===== src/rtl/jss_pkg.sv =====
package jss_pkg;

  localparam int MAX_JOBS = 64;
  localparam int MAX_MACHINES = 32;
  localparam int DURATION_BITS = 16;
  localparam int JOB_BITS = $clog2(MAX_JOBS);
  localparam int MACH_BITS = $clog2(MAX_MACHINES);
  localparam int JC_BITS = 7;
  localparam int MC_BITS = 6;
  localparam int SPAN_BITS = 27;
  localparam logic [SPAN_BITS-1:0] SPAN_STALL = '1;
  localparam logic [SPAN_BITS-1:0] SPAN_SAT = {{(SPAN_BITS-1){1'b1}}, 1'b0};
  localparam logic [1:0] CFG_JOB_COUNT = 2'd0;
  localparam logic [1:0] CFG_MACHINE_COUNT = 2'd1;

  typedef struct packed {
    logic init;
    logic idx_rst;
    logic idx_inc;
    logic clr_ns;
    logic cand_clr;
    logic scan_upd;
    logic min_clr;
    logic commit;
    logic advance;
    logic dec;
    logic load_res;
    logic res_stall;
  } cmd_t;

  typedef struct packed {
    logic last_job;
    logic last_mach;
    logic all_done;
    logic any_busy;
  } status_t;

endpackage


===== src/rtl/jss_ctrl.sv =====
module jss_ctrl (
  input  logic             clk,
  input  logic             rst,
  input  logic             run_req,
  input  jss_pkg::status_t st,
  output jss_pkg::cmd_t    cmd,
  output logic             busy,
  output logic             done
);
  import jss_pkg::*;

  localparam logic [3:0] S_IDLE = 4'd0;
  localparam logic [3:0] S_CLR = 4'd1;
  localparam logic [3:0] S_CHECK = 4'd2;
  localparam logic [3:0] S_SA = 4'd3;
  localparam logic [3:0] S_SB = 4'd4;
  localparam logic [3:0] S_SC = 4'd5;
  localparam logic [3:0] S_CM = 4'd6;
  localparam logic [3:0] S_ADV = 4'd7;
  localparam logic [3:0] S_DC = 4'd8;
  localparam logic [3:0] S_OUT = 4'd9;

  logic [3:0] state, state_next;

  always_ff @(posedge clk) begin
    if (rst) begin
      state <= S_IDLE;
    end else begin
      state <= state_next;
    end
  end

  assign busy = (state != S_IDLE);
  assign done = (state == S_OUT);

  always_comb begin
    cmd = '0;
    state_next = state;
    unique case (state)
      S_IDLE: begin
        if (run_req) begin
          cmd.init = 1'b1;
          state_next = S_CLR;
        end
      end
      S_CLR: begin
        cmd.clr_ns = 1'b1;
        if (st.last_job) begin
          cmd.idx_rst = 1'b1;
          state_next = S_CHECK;
        end else begin
          cmd.idx_inc = 1'b1;
        end
      end
      S_CHECK: begin
        if (st.all_done) begin
          cmd.load_res = 1'b1;
          state_next = S_OUT;
        end else begin
          cmd.cand_clr = 1'b1;
          cmd.idx_rst = 1'b1;
          state_next = S_SA;
        end
      end
      S_SA: state_next = S_SB;
      S_SB: state_next = S_SC;
      S_SC: begin
        cmd.scan_upd = 1'b1;
        if (st.last_job) begin
          cmd.idx_rst = 1'b1;
          cmd.min_clr = 1'b1;
          state_next = S_CM;
        end else begin
          cmd.idx_inc = 1'b1;
          state_next = S_SA;
        end
      end
      S_CM: begin
        cmd.commit = 1'b1;
        if (st.last_mach) begin
          cmd.idx_rst = 1'b1;
          state_next = S_ADV;
        end else begin
          cmd.idx_inc = 1'b1;
        end
      end
      S_ADV: begin
        if (!st.any_busy) begin
          cmd.load_res = 1'b1;
          cmd.res_stall = 1'b1;
          state_next = S_OUT;
        end else begin
          cmd.advance = 1'b1;
          state_next = S_DC;
        end
      end
      S_DC: begin
        cmd.dec = 1'b1;
        if (st.last_mach) begin
          cmd.idx_rst = 1'b1;
          state_next = S_CHECK;
        end else begin
          cmd.idx_inc = 1'b1;
        end
      end
      S_OUT: state_next = S_IDLE;
      default: state_next = S_IDLE;
    endcase
  end
endmodule


===== config.mk =====
export PLATFORM = sky130hd
export DESIGN_NAME = jss_ctrl
export DESIGN_NICKNAME = d
export VERILOG_FILES = /design/src/rtl/jss_pkg.sv /design/src/rtl/jss_ctrl.sv
export SDC_FILE = /design/constraint.sdc
export NUM_CORES = 1
export LEC_CHECK = 0
export ABC_AREA = 1
export BUFFER_PORTS_ARGS = -buffer_cell sky130_fd_sc_hd__buf_2
export CAP_MARGIN = 5
export CORE_AREA = 2 2 39 41
export CTS_CLUSTER_SIZE = 25
export DETAILED_ROUTE_END_ITERATION = 7
export DIE_AREA = 0 0 41 43
export GPL_TIMING_DRIVEN = 0
export PLACE_DENSITY_LB_ADDON = 0.3
export SKIP_LAST_GASP = 1
export SYNTH_ARGS = -nofsm -noshare
export SYNTH_HDL_FRONTEND = slang
export SYNTH_SLANG_ARGS = --single-unit

===== constraint.sdc =====
create_clock -name clk -period 1.8 [get_ports clk]
set_clock_uncertainty 0.15 [all_clocks]
set_input_delay 0.27 -clock clk [delete_from_list [all_inputs] [get_ports clk]]
set_output_delay 0.27 -clock clk [all_outputs]
set_load 0.005 [all_outputs]

# Word-level counts from Yosys, hierarchy flattened
# Cells that the tools add are included.
[totals]
register_bits = 4
latchBits = 0
ram_bits = 0
rom_bits = 0
out_inout_bits = 14
memories = 0
[classes]
add_sub_neg = 0
n_mul = 0
n_div = 0
order_cmp = 0
n_eq_ne = 13
shift = 0
mux = 28
bitwise = 0
reduce_logical = 5
[ops]
columns = ["op", "count"]
rows = [
  ["4-bit one-hot mux with 9 select lines", 1],
  ["4-bit 2-to-1 mux", 5],
  ["4-bit by 3-bit equality test with 1-bit output (second input constant)", 4],
  ["1-bit 2-to-1 mux", 16],
  ["4-bit by 2-bit equality test with 1-bit output (second input constant)", 2],
  ["4-bit equality test (second input constant)", 2],
  ["2-bit inequality test (second input constant)", 4],
  ["4-bit by 1-bit equality test with 1-bit output (second input constant)", 1],
  ["4-bit zero test", 1],
  ["2-bit 2-to-1 mux", 2],
  ["1-bit one-hot mux with 2 select lines", 2],
  ["4-bit AND reduction", 1],
  ["4-bit nonzero test", 1],
  ["2-bit OR reduction", 2],
  ["3-bit 2-to-1 mux", 1],
  ["1-bit one-hot mux with 3 select lines", 1],
]

# Depth between registers and ports, before layout
[depth]
ltp_word = 3
mapped_depth = 7
mapped_depth_nobuf = 7

# Worst setup path before layout
# OpenSTA, ideal clock, no wires.
[synth_timing]
path_type = "register -> output"
from = "register state[2]"
to = "output cmd[10] (netlist name)"
arrival_time_ns = 0.898
setup_slack_ns = 0.482
stages_incl_launch_ff = 7
n_path_buf = 0
path_cell_list = "dfxtp_1 inv_2 nor2_2 nand2_1 nand2_1 nand2_1 o211ai_1"
[synth_lines]
columns = ["element", "line", "source"]
rows = [
  ["start, declared", "jss_ctrl.sv:23", "logic [3:0] state, state_next;"],
  ["start signal, assigned", "jss_ctrl.sv:29", "state <= state_next;"],
  ["end, declared", "jss_ctrl.sv:6", "output jss_pkg::cmd_t cmd,"],
]

==> metrics.csv <==
metric,value,unit
overflow,0,
regMostFlops,state,
grt_max_degree,8,
final-hold-violation-count,0,
crit_start,state[2],
r2r-start,state[0],
htree_levels,1,
p_leak,0.354,nW
syn_inst,69,
num-fill-cells,155,
cts_sinks,4,
end_kind,primary output,
grt_use_total,12.7,%
cts_tree,yes,
first_global_vias,388,
final.setup.worst_slack,0.116,ns
syn_avg_cell_area,5.31,um^2
rows,14,
synth_nets,76,
cts_buffers,3,
fmax,0.594,GHz
grt_pass1_wl,1480,um
largest_reg_flops,4,
whs,0.0910,ns
crit_chain,inv_2 > nor2_2 > nand2_2 > nand2_1 > nand2_1 > o211ai_1 > buf_2,
clk_pin_slew,0.04,ns
power_density,725,nW/um^2
worstPathArrival,1.26,ns
yosysUniqueCellTypes,15,
synth_warnings,0,
ios,21,
coreArea,1380,um^2
worst_pin_slew,0.256,ns
vias_per_cell,4.52,
worstHoldStart,rst,
drt_iter0_markers,9,
final.period_utilization,93.6,%
gp_congestion,0.810,
antenna_found_initial,0,
fp.dieH,43,um
required,1.38,ns
drive_above_1_share,38.0,%
fin_crit,1.68,ns
reg2reg_depth,6,
cp_common_cell,nand2_1,
setup_viol,0,
critPathSlowestCell,dfxtp_4,
yosysSeqAreaShare,21.8,%
cts_root_buf,clkbuf_4,
io_buffers,20,
largestRegisters,state: 4 flops,
ys_ff_latch,4,
nets,101,
die_area,1760,um^2
peakVddDrop,0.000480,V
antenna_cells,0,
path_max_fanout,7,
status,"complete, no violations",
die_w,41,um
syn_area,367,um^2
start_kind,flop,
max_cap_violations,0,
clkLatencyLatePin,0.23,ns
dr.pass1.iters,3,
hp-class,in2reg,
whs_path_depth,2,
initial_core_util,26.5,%
drv_slew,0,
wl_per_cell,8.83,um
routed_wl,954,um
place_ws,0.243,ns
vias,488,
post-route-drc-count,0,
dp_hpwl,813,um
crit_type,reg2out,
final_antenna_net_count,0,
relSlewSlack,82.9,%
area_delta_synth_final,44.7,%
critical-path-max-stage-delay,0.38,ns
cts_max_path_buffers,2,
-- repair_timing --
action / CTS / global route
setup buffers: 0 / 0
endpoints found under the setup margin: 1 / 2
gates resized for setup: 1 / 8
hold buffers: 0 / 0
-- layer usage --
| layer | part of all wire [%] | vias to the layer above | GRT usage [%] |
|---|---|---|---|
| li1 | - | 263 | - |
| met1 | 45 | 209 | 15.4 |
| met2 | 47 | 16 | 17.8 |
| met3 | 7.3 | 0 | 7.85 |
| met4 | 0 | 0 | 4.00 |
| met5 | 0 | - | 0 |
-- area by class of cell --
cell class	count	area [um^2]	share of cell area, %
flip-flops and latches	4	88.8	16.7
repair buffers	20	100	18.9
clock buffers	3	22.5	4.25
inverters	17	63.8	12.0
multi-input cells	48	235	44.3
well taps	16	20.0	3.77
-- cells by family (layout without fill, tap and decap cells) --
family | Yosys count | count (layout) | share of synthesized area (%)
AND/OR/NAND/NOR | 42 | 42 | 50.5
buffers and inverters | 17 | 40 | 17.4
AO/OA/AOI/OAI | 6 | 6 | 10.2
flip-flops | 4 | 4 | 21.8
-- critical path, delay by kind of cell (launching register included) --
family / cells / cell delay, ns
buffers and inverters: 2 / 0.18
flip-flops: 1 / 0.38
AO/OA/AOI/OAI: 1 / 0.07
AND/OR/NAND/NOR: 4 / 0.41
-- cell usage after synthesis --
library cell / instances / area (um^2)
nor2_1: 8 / 30.0
o21ai_0: 1 / 5.00
inv_1: 15 / 56.3
a21oi_1: 2 / 10.0
o211ai_1: 1 / 7.51
nor3_1: 2 / 10.0
dfxtp_1: 4 / 80.1
a31o_1: 1 / 8.76
nand3_2: 1 / 10.0
nor2_2: 3 / 18.8
nand2_1: 20 / 75.1
nand3_1: 7 / 35.0
a31oi_1: 1 / 6.26
nand4_1: 1 / 6.26
inv_2: 2 / 7.51
-- layout by cell type, fill, tap and decap left out --
master    Yosys  routed
buf_2         0      20
nand2_1      20      19
inv_1        15      15
nand3_1       7       7
nor2_1        8       6
nor2_2        3       4
clkbuf_4      0       3
inv_2         2       2
nor3_1        2       2
a21oi_1       2       2
dfxtp_4       0       2
nand3_2       1       1
nor2_4        0       1
nand2_2       0       1
o21ai_0       1       1
o211ai_1      1       1
a31o_1        1       1
a31oi_1       1       1
nand4_1       1       1
dfxtp_1       4       1
dfxtp_2       0       1
-- where the power goes --
group	switching, W	internal, W	leakage [nW]
logic	0.0000924	0.0000666	0.306
clock network	0.0000327	0.0000743	0.0138
registers	0.0000190	0.0000999	0.0347
-- metrics by stage --
stage | instance area (um^2) | setup TNS (ns) | util [%] | power [W] | instances
detailed placement | 487 | 0 | 35.2 | 0.000271 | 105
global route | 531 | -0.00520 | 38.3 | 0.000430 | 108
finish | 531 | 0 | 38.3 | 0.000385 | 108
CTS | 510 | 0 | 36.9 | 0.000384 | 108
floorplan | 367 | 0 | - | 0.000215 | 69
global placement | 487 | 0 | 35.2 | 0.000270 | 105
-- worst paths after layout --
check,endpoint,slack [ns]
hold / removal,state[2],0.09
hold reg to reg,state[2],0.39
setup reg to reg,state[0],0.53
setup / recovery,cmd[10],0.12
(Power assumes the default switching activity.)
